==> config.mk <==
export PLATFORM = sky130hd
export DESIGN_NAME = rgb_to_hsv_flat
export DESIGN_NICKNAME = d
export VERILOG_FILES = /design/src/rth_pkg.sv /design/src/rth_if.sv /design/src/rth_front.sv /design/src/rth_div_stage.sv /design/src/rth_back.sv /design/src/rgb_to_hsv.sv /design/src/flat_wrapper.sv
export SDC_FILE = /design/constraint.sdc
export NUM_CORES = 1
export LEC_CHECK = 0
export BUFFER_PORTS_ARGS = -buffer_cell sky130_fd_sc_hd__buf_2
export CAP_MARGIN = 10
export CORE_MARGIN = 2
export CORE_UTILIZATION = 60
export CTS_BUF_LIST = sky130_fd_sc_hd__clkbuf_4 sky130_fd_sc_hd__clkbuf_8
export CTS_CLUSTER_DIAMETER = 50
export DETAILED_ROUTE_END_ITERATION = 10
export PLACE_DENSITY_LB_ADDON = 0.08
export RECOVER_POWER = 25
export SYNTH_ARGS = -nofsm -noshare
export SYNTH_HDL_FRONTEND = slang
export SYNTH_HIERARCHICAL = 1
export SYNTH_SLANG_ARGS = --single-unit
==> constraint.sdc <==
create_clock -name clk_i -period 4.3 [get_ports clk_i]
set_input_delay 0.43 -clock clk_i [delete_from_list [all_inputs] [get_ports clk_i]]
set_output_delay 0.43 -clock clk_i [all_outputs]
set_load 0.03 [all_outputs]
==> src/rth_pkg.sv <==
// Shared types, constants and divide-step helper for the RGB to HSV pipeline.
package rth_pkg;

  localparam int unsigned CH_W    = 8;   // channel byte
  localparam int unsigned HUE_W   = 15;  // hue in 1/64 degree
  localparam int unsigned SAT_W   = 13;  // saturation Q1.12
  localparam int unsigned NUM_W   = 20;  // dividend width for both dividers
  localparam int unsigned HUE_QW  = 12;  // hue quotient bits (max 3840)
  localparam int unsigned SAT_QW  = 13;  // saturation quotient bits (max 4096)
  localparam int unsigned NSTAGE  = SAT_QW;  // one quotient bit per stage

  localparam logic [HUE_W-1:0] HUE_GREEN = 15'd7680;   // 120 degrees
  localparam logic [HUE_W-1:0] HUE_BLUE  = 15'd15360;  // 240 degrees
  localparam logic [HUE_W-1:0] HUE_TURN  = 15'd23040;  // 360 degrees
  localparam logic [HUE_W-1:0] HUE_ZERO  = 15'd0;

  typedef struct packed {
    logic [CH_W-1:0]   hi;        // max channel
    logic [CH_W-1:0]   delta;     // max - min, divisor of the hue path
    logic [HUE_W-1:0]  base;      // sector base hue
    logic              neg;       // sector difference was negative
    logic              gray;      // delta == 0: hue and saturation are zero
    logic [CH_W-1:0]   hue_rem;
    logic [HUE_QW-1:0] hue_bits;  // dividend bits still to shift in
    logic [HUE_QW-1:0] hue_quo;
    logic [CH_W-1:0]   sat_rem;
    logic [SAT_QW-1:0] sat_bits;
    logic [SAT_QW-1:0] sat_quo;
  } pipe_t;

  // One restoring division step: returns {quotient bit, new remainder}.
  function automatic logic [CH_W:0] div_step(input logic [CH_W-1:0] rem,
                                             input logic            nb,
                                             input logic [CH_W-1:0] dvs);
    logic [CH_W:0] trial;
    logic [CH_W:0] diff;
    trial = {rem, nb};
    diff  = trial - {1'b0, dvs};
    if (trial >= {1'b0, dvs}) begin
      return {1'b1, diff[CH_W-1:0]};
    end else begin
      return {1'b0, trial[CH_W-1:0]};
    end
  endfunction

endpackage

==> src/rth_if.sv <==
// Stream interfaces for RGB pixels in and HSV results out.
interface rth_pix_if;
  logic       valid;
  logic       ready;
  logic [7:0] red;
  logic [7:0] green;
  logic [7:0] blue;

  modport source (output valid, output red, output green, output blue, input ready);
  modport sink   (input valid, input red, input green, input blue, output ready);
endinterface

interface rth_hsv_if;
  logic        valid;
  logic        ready;
  logic [14:0] hue;
  logic [12:0] saturation;
  logic [7:0]  brightness;

  modport source (output valid, output hue, output saturation, output brightness,
                  input ready);
  modport sink   (input valid, input hue, input saturation, input brightness,
                  output ready);
endinterface

==> src/rth_front.sv <==
// Front stage: max/min, hue sector, divider operand setup, registered.
module rth_front (
  input  logic              clk_i,
  input  logic              rst_ni,
  rth_pix_if.sink           pix,
  input  logic              ready_i,
  output logic              valid_o,
  output rth_pkg::pipe_t    data_o
);
  import rth_pkg::*;

  logic              valid_q;
  pipe_t             data_q;
  pipe_t             data_d;
  logic              en;
  logic [CH_W-1:0]   hi, lo, delta, ad;
  logic [CH_W:0]     diff;
  logic [NUM_W-1:0]  hue_num, sat_num;

  assign en        = !valid_q || ready_i;
  assign pix.ready = en;

  always_comb begin
    hi = pix.red;
    lo = pix.red;
    if (pix.green > hi) hi = pix.green;
    if (pix.blue  > hi) hi = pix.blue;
    if (pix.green < lo) lo = pix.green;
    if (pix.blue  < lo) lo = pix.blue;
    delta = hi - lo;

    // sector pick, ties go to red then green
    if (pix.red == hi) begin
      diff = {1'b0, pix.green} - {1'b0, pix.blue};
    end else if (pix.green == hi) begin
      diff = {1'b0, pix.blue} - {1'b0, pix.red};
    end else begin
      diff = {1'b0, pix.red} - {1'b0, pix.green};
    end
    ad = diff[CH_W] ? (~diff[CH_W-1:0] + 8'd1) : diff[CH_W-1:0];

    // 3840 * |diff| as (x << 12) - (x << 8)
    hue_num = {ad, 12'b0} - {4'b0, ad, 8'b0};
    sat_num = {delta, 12'b0};

    data_d.hi    = hi;
    data_d.delta = delta;
    data_d.neg   = diff[CH_W];
    data_d.gray  = (delta == '0);
    if (pix.red == hi) begin
      data_d.base = diff[CH_W] ? HUE_TURN : HUE_ZERO;
    end else if (pix.green == hi) begin
      data_d.base = HUE_GREEN;
    end else begin
      data_d.base = HUE_BLUE;
    end
    data_d.hue_rem  = hue_num[NUM_W-1:HUE_QW];
    data_d.hue_bits = hue_num[HUE_QW-1:0];
    data_d.hue_quo  = '0;
    data_d.sat_rem  = {1'b0, sat_num[NUM_W-1:SAT_QW]};
    data_d.sat_bits = sat_num[SAT_QW-1:0];
    data_d.sat_quo  = '0;
  end

  always_ff @(posedge clk_i or negedge rst_ni) begin
    if (!rst_ni) begin
      valid_q <= 1'b0;
    end else if (en) begin
      valid_q <= pix.valid;
    end
  end

  always_ff @(posedge clk_i) begin
    if (en && pix.valid) begin
      data_q <= data_d;
    end
  end

  assign valid_o = valid_q;
  assign data_o  = data_q;

endmodule

==> src/rth_div_stage.sv <==
// One pipelined restoring-divide stage: a saturation quotient bit, and a hue quotient bit when DO_HUE is set.
module rth_div_stage #(
  parameter bit DO_HUE = 1'b1
) (
  input  logic            clk_i,
  input  logic            rst_ni,
  input  logic            valid_i,
  input  rth_pkg::pipe_t  data_i,
  output logic            ready_o,
  output logic            valid_o,
  output rth_pkg::pipe_t  data_o,
  input  logic            ready_i
);
  import rth_pkg::*;

  logic          valid_q;
  pipe_t         data_q;
  pipe_t         data_d;
  logic [CH_W:0] hstep, sstep;

  assign ready_o = !valid_q || ready_i;

  always_comb begin
    data_d = data_i;
    sstep  = div_step(data_i.sat_rem, data_i.sat_bits[SAT_QW-1], data_i.hi);
    data_d.sat_rem  = sstep[CH_W-1:0];
    data_d.sat_bits = {data_i.sat_bits[SAT_QW-2:0], 1'b0};
    data_d.sat_quo  = {data_i.sat_quo[SAT_QW-2:0], sstep[CH_W]};
    hstep  = div_step(data_i.hue_rem, data_i.hue_bits[HUE_QW-1], data_i.delta);
    if (DO_HUE) begin
      data_d.hue_rem  = hstep[CH_W-1:0];
      data_d.hue_bits = {data_i.hue_bits[HUE_QW-2:0], 1'b0};
      data_d.hue_quo  = {data_i.hue_quo[HUE_QW-2:0], hstep[CH_W]};
    end
  end

  always_ff @(posedge clk_i or negedge rst_ni) begin
    if (!rst_ni) begin
      valid_q <= 1'b0;
    end else if (ready_o) begin
      valid_q <= valid_i;
    end
  end

  always_ff @(posedge clk_i) begin
    if (ready_o && valid_i) begin
      data_q <= data_d;
    end
  end

  assign valid_o = valid_q;
  assign data_o  = data_q;

endmodule

==> src/rth_back.sv <==
// Back stage: hue from sector base and quotient, gray override, output register.
module rth_back (
  input  logic            clk_i,
  input  logic            rst_ni,
  input  logic            valid_i,
  input  rth_pkg::pipe_t  data_i,
  output logic            ready_o,
  rth_hsv_if.source       hsv
);
  import rth_pkg::*;

  logic              valid_q;
  logic [HUE_W-1:0]  hue_q, hue_d;
  logic [SAT_W-1:0]  sat_q, sat_d;
  logic [CH_W-1:0]   bri_q;
  logic [HUE_W-1:0]  quo;
  logic              rnz;

  assign ready_o = !valid_q || hsv.ready;

  always_comb begin
    quo = {{(HUE_W-HUE_QW){1'b0}}, data_i.hue_quo};
    rnz = (data_i.hue_rem != '0);
    // negative difference: subtract the ceiling of the fraction
    if (data_i.neg) begin
      hue_d = data_i.base - quo - {{(HUE_W-1){1'b0}}, rnz};
    end else begin
      hue_d = data_i.base + quo;
    end
    sat_d = data_i.sat_quo;
    if (data_i.gray) begin
      hue_d = '0;
      sat_d = '0;
    end
  end

  always_ff @(posedge clk_i or negedge rst_ni) begin
    if (!rst_ni) begin
      valid_q <= 1'b0;
    end else if (ready_o) begin
      valid_q <= valid_i;
    end
  end

  always_ff @(posedge clk_i) begin
    if (ready_o && valid_i) begin
      hue_q <= hue_d;
      sat_q <= sat_d;
      bri_q <= data_i.hi;
    end
  end

  assign hsv.valid      = valid_q;
  assign hsv.hue        = hue_q;
  assign hsv.saturation = sat_q;
  assign hsv.brightness = bri_q;

endmodule

==> src/rgb_to_hsv.sv <==
// Top level: RGB pixel to HSV converter, one pixel per clock.
// From input transfer to result valid a pixel passes the front stage, the 13 divide stages and the back stage.
// Throughput: one pixel per cycle while the output is not stalled; the 13 one-bit divide stages set the depth.
// Each stage holds its item while stalled and fills bubbles on its own.
// Reset (rst_ni low, asynchronous) clears all stage valid bits; no payload reset.
module rgb_to_hsv (
  input  logic        clk_i,
  input  logic        rst_ni,
  rth_pix_if.sink     pix_i,
  rth_hsv_if.source   hsv_o
);
  import rth_pkg::*;

  // index 0 is the front stage output, index k the k-th divide stage output
  logic  vld [0:NSTAGE];
  logic  rdy [0:NSTAGE];
  pipe_t dat [0:NSTAGE];

  // Front: max, min, delta, sector choice and the two dividends.
  rth_front u_front (
    .clk_i   (clk_i),
    .rst_ni  (rst_ni),
    .pix     (pix_i),
    .ready_i (rdy[0]),
    .valid_o (vld[0]),
    .data_o  (dat[0])
  );

  // Divide chain: saturation takes 13 steps (4096*delta/max),
  // hue takes 12 steps (3840*|diff|/delta) and coasts through the last one.
  for (genvar k = 1; k <= NSTAGE; k++) begin : g_div
    rth_div_stage #(
      .DO_HUE (k <= HUE_QW)
    ) u_stage (
      .clk_i   (clk_i),
      .rst_ni  (rst_ni),
      .valid_i (vld[k-1]),
      .data_i  (dat[k-1]),
      .ready_o (rdy[k-1]),
      .valid_o (vld[k]),
      .data_o  (dat[k]),
      .ready_i (rdy[k])
    );
  end

  // Back: sector base plus or minus quotient, gray pixels forced to zero.
  rth_back u_back (
    .clk_i   (clk_i),
    .rst_ni  (rst_ni),
    .valid_i (vld[NSTAGE]),
    .data_i  (dat[NSTAGE]),
    .ready_o (rdy[NSTAGE]),
    .hsv     (hsv_o)
  );

  // Hue always wraps into one turn.
  a_hue_range: assert property (@(posedge clk_i) disable iff (!rst_ni)
    hsv_o.valid |-> (hsv_o.hue < HUE_TURN))
    else $error("hue out of range");

  // Saturation never exceeds one.
  a_sat_range: assert property (@(posedge clk_i) disable iff (!rst_ni)
    hsv_o.valid |-> (hsv_o.saturation <= 13'd4096))
    else $error("saturation above one");

  // Zero saturation only for gray pixels, which carry zero hue.
  a_gray_hue: assert property (@(posedge clk_i) disable iff (!rst_ni)
    (hsv_o.valid && (hsv_o.saturation == '0)) |-> (hsv_o.hue == '0))
    else $error("gray pixel with nonzero hue");

  // A stalled front stage keeps its item.
  a_front_hold: assert property (@(posedge clk_i) disable iff (!rst_ni)
    (vld[0] && !rdy[0]) |=> (vld[0] && $stable(dat[0])))
    else $error("front stage lost item under stall");

endmodule

==> src/flat_wrapper.sv <==
// flat-port wrapper written by rule: the top's interface ports become plain ports
module rgb_to_hsv_flat import rth_pkg::*;
  (clk_i, rst_ni, pix_i_valid, pix_i_red, pix_i_green, pix_i_blue, pix_i_ready, hsv_o_valid, hsv_o_hue, hsv_o_saturation, hsv_o_brightness, hsv_o_ready);
  rth_pix_if pix_i_i ();
  rth_hsv_if hsv_o_i ();
  input  logic clk_i;
  input  logic rst_ni;
  input wire logic [$bits(pix_i_i.valid)-1:0] pix_i_valid;
  input wire logic [$bits(pix_i_i.red)-1:0] pix_i_red;
  input wire logic [$bits(pix_i_i.green)-1:0] pix_i_green;
  input wire logic [$bits(pix_i_i.blue)-1:0] pix_i_blue;
  output wire logic [$bits(pix_i_i.ready)-1:0] pix_i_ready;
  output wire logic [$bits(hsv_o_i.valid)-1:0] hsv_o_valid;
  output wire logic [$bits(hsv_o_i.hue)-1:0] hsv_o_hue;
  output wire logic [$bits(hsv_o_i.saturation)-1:0] hsv_o_saturation;
  output wire logic [$bits(hsv_o_i.brightness)-1:0] hsv_o_brightness;
  input wire logic [$bits(hsv_o_i.ready)-1:0] hsv_o_ready;
  assign pix_i_i.valid = pix_i_valid;
  assign pix_i_i.red = pix_i_red;
  assign pix_i_i.green = pix_i_green;
  assign pix_i_i.blue = pix_i_blue;
  assign pix_i_ready = pix_i_i.ready;
  assign hsv_o_valid = hsv_o_i.valid;
  assign hsv_o_hue = hsv_o_i.hue;
  assign hsv_o_saturation = hsv_o_i.saturation;
  assign hsv_o_brightness = hsv_o_i.brightness;
  assign hsv_o_i.ready = hsv_o_ready;
  rgb_to_hsv u_core (.clk_i(clk_i), .rst_ni(rst_ni), .pix_i(pix_i_i), .hsv_o(hsv_o_i));
endmodule
==> results.sh <==
export IMPL_status="finished with violations"
export IMPL_violations="negative setup slack"
export IMPL_crit_arrival_ns=5.86
export IMPL_min_to="u_core/u_front/data_o[91]$_DFFE_PP_"
export IMPL_ant_nets=0
export IMPL_fp_row_count=105
export IMPL_p_sw_mw=13.7
export IMPL_drive_gt1_frac=0.236
export IMPL_post_route_min_period_ns=5.30
export IMPL_ir_drop_v=0.000717
export IMPL_die_x_um=290
export IMPL_final_cells=4992
export IMPL_p_per_area_nw_per_um2=739
export IMPL_crit_type="in -> reg"
export IMPL_power_leakage_nw=22.7
export IMPL_grt_pass1_wl_um=139000
export IMPL_cts_buffers=160
export IMPL_grt_usage=0.203
export IMPL_fmax_mhz=189
export IMPL_dp_cells=4654
export IMPL_syn_cell_area_um2=49200
export IMPL_grt_max_degree=66
export IMPL_nNetsFinal=4130
export IMPL_dp_slack_ns=-2.12
export IMPL_start_util=0.603
export IMPL_port_buffers=65
export IMPL_drtPass1Iterations=5
export IMPL_setup_violations=16
export IMPL_final_common_cell="edfxtp_1"
export IMPL_setup_slack_ns=-0.997
export IMPL_startpoint_type="primary input"
export IMPL_max_slew_margin=0.161
export IMPL_yosysWarnings=6
export IMPL_hold_start="pix_i_blue[0]"
export IMPL_seqPwrFrac=0.381
export IMPL_cts_sinks=1024
export IMPL_cts_tree="done"
export IMPL_rsz0062_at_grt="true"
export IMPL_clkTransAtPathRegs_ns=0.06
export IMPL_fin_skew_ns=0.0562
export IMPL_drv_slew=0
export IMPL_maxCapViolations=0
export IMPL_pwr_share_comb=0.426
export IMPL_routed_wirelength_um=84700
export IMPL_slowest_stage="a2111o_2"
export IMPL_htree_levels=4
export IMPL_p_int_mw=27.9
export IMPL_post_drt_wl_per_cell_um=17.0
export IMPL_drcViolationCount=0
export IMPL_power_mw=41.5
export IMPL_r2r_start="u_core/g_div[13].u_stage/data_o[63]$_DFFE_PP_"
export IMPL_tightest_slew_ns=1.26
export IMPL_overflow=0
export IMPL_whs_path_depth=5
export IMPL_r2r_cells=13
export IMPL_power_frac_clock=0.193
export IMPL_fp_dieArea_um2=84400
export IMPL_worstSkewPairLatency_ns=0.81
export IMPL_die_h_um=290
export IMPL_finalHoldViolCount=0
export IMPL_max_stage_delay_ns=0.51
export IMPL_rrSetupSlack_ns=0.27
export IMPL_avgSynthCellArea_um2=14.5
export IMPL_finalCritPeriodShare=1.23
export IMPL_drt_iter0_drc=1200
export IMPL_via_per_inst=5.48
export IMPL_hold_path_class="in -> reg"
export IMPL_antenna_found_initial=2
export IMPL_cts_max_path_buffers=3
export IMPL_clock_root_buffer="clkbuf_8"
export IMPL_final_cell_mix="1,009 x edfxtp_1, 349 x inv_1, 274 x ha_1"
export IMPL_switching_share=0.329
export IMPL_area_growth_synth_to_final_pct=14.2
export IMPL_endpoint_kind="register"
export IMPL_pin_count=66
export IMPL_vias=27343
export IMPL_crit_required_ns=4.86
export IMPL_worstReg2RegEnd="u_core/u_back/hsv.hue[10]$_SDFFCE_PP0P_"
export IMPL_gp_congestion=0.911
export IMPL_core_um2=81700
export IMPL_crit_fanout=5
export IMPL_syn_instance_count=3385
export IMPL_grt_pass1_vias=28559
export IMPL_dp_hpwl_um=62100
==> worst max-delay path by stage <==
| stage | from | to | slack [ns] | depth (start not counted) |
|---|---|---|---|---|
| final | pix_i_green[7] | u_core/u_front/data_o[65]$_DFFE_PP_ | -1.0 | 29 |
| after CTS | pix_i_green[6] | u_core/u_front/data_o[65]$_DFFE_PP_ | -0.84 | 29 |
| after floorplan | pix_i_red[7] | u_core/u_front/data_o[65]$_DFFE_PP_ | -1.85 | 29 |
| after detailed placement | pix_i_green[7] | u_core/u_front/data_o[65]$_DFFE_PP_ | -2.12 | 27 |
| after global routing | pix_i_green[7] | u_core/u_front/data_o[65]$_DFFE_PP_ | -1.19 | 28 |
| after global placement | pix_i_green[7] | u_core/u_front/data_o[65]$_DFFE_PP_ | -1.96 | 27 |
==> power groups by stage <==
| stage | combinational (mW) | clock (mW) | sequential [mW] |
|---|---|---|---|
| 5_1_grt | 19.3 | 8.72 | 16.1 |
| 3_5_place_dp | 17.0 | 0 | 16.1 |
| 3_3_place_gp | 16.4 | 0 | 16.0 |
| 6_report | 17.7 | 8.01 | 15.8 |
| 2_1_floorplan | 13.7 | 0 | 15.8 |
| 4_1_cts | 17.5 | 8.28 | 15.9 |
==> per-stage QoR <==
stage	hold WS [ns]	setup TNS, ns	utilization	cell area, um2
after CTS	0.0769	-6.76	0.685	56000
after global routing	0.320	-11.20	0.688	56200
after floorplan	0.134	-17.57	-	49600
final	0.371	-8.45	0.688	56200
after detailed placement	0.405	-26.48	0.637	52100
after global placement	0.400	-23.91	0.637	52100
==> layout make-up <==
| cell class | count | area (um2) |
|---|---|---|
| Fill cell | 5524 | 25500 |
| Clock inverter | 73 | 529 |
| Timing Repair Buffer | 302 | 2330 |
| Inverter | 358 | 1370 |
| Antenna cell | 1 | 2.50 |
| Tap cell | 1070 | 1340 |
| Clock buffer | 225 | 2700 |
| Sequential cell | 1024 | 30700 |
| Multi-Input combinational cell | 1939 | 17300 |
==> metal layers <==
metal	up-vias	track usage	wire length, um
li1	13435	-	-
met1	13225	0.249	35800
met2	524	0.360	43500
met3	157	0.0382	3150
met4	2	0.0762	2320
met5	-	0	7
==> worst max-delay path, delay by kind of cell <==
family | cells | cell delay, ns
AO/OA/AOI/OAI | 9 | 1.64
AND/OR/NAND/NOR | 7 | 1.54
adder cells (fa/ha/maj) | 4 | 1.00
buffers and inverters | 6 | 0.67
multiplexers | 1 | 0.33
XOR/XNOR | 2 | 0.24
==> sequential cells by signal (all words and copies together) (netlist names) <==
| register | cells |
|---|---|
| u_core/u_back/hsv.valid | 1 |
| u_core/u_back/hsv.hue | 15 |
| u_core/u_front/data_o | 35 |
| u_core/u_back/hsv.brightness | 8 |
| u_core/u_front/valid_o | 1 |
| u_core/u_back/hsv.saturation | 13 |
| u_core/g_div.u_stage/valid_o | 13 |
| u_core/g_div.u_stage/data_o | 938 |
==> repair_timing <==
| action | CTS | global route |
|---|---|---|
| hold buffers | 3 | 0 |
| pin swaps | 45 | 34 |
| gates resized for setup | 94 | 33 |
| endpoints found under the hold margin | 17 | 0 |
| setup endpoints to repair | 17 | 20 |
| cloned | 1 | 0 |
| setup buffers | 31 | 6 |
(Power assumes the default switching activity.)
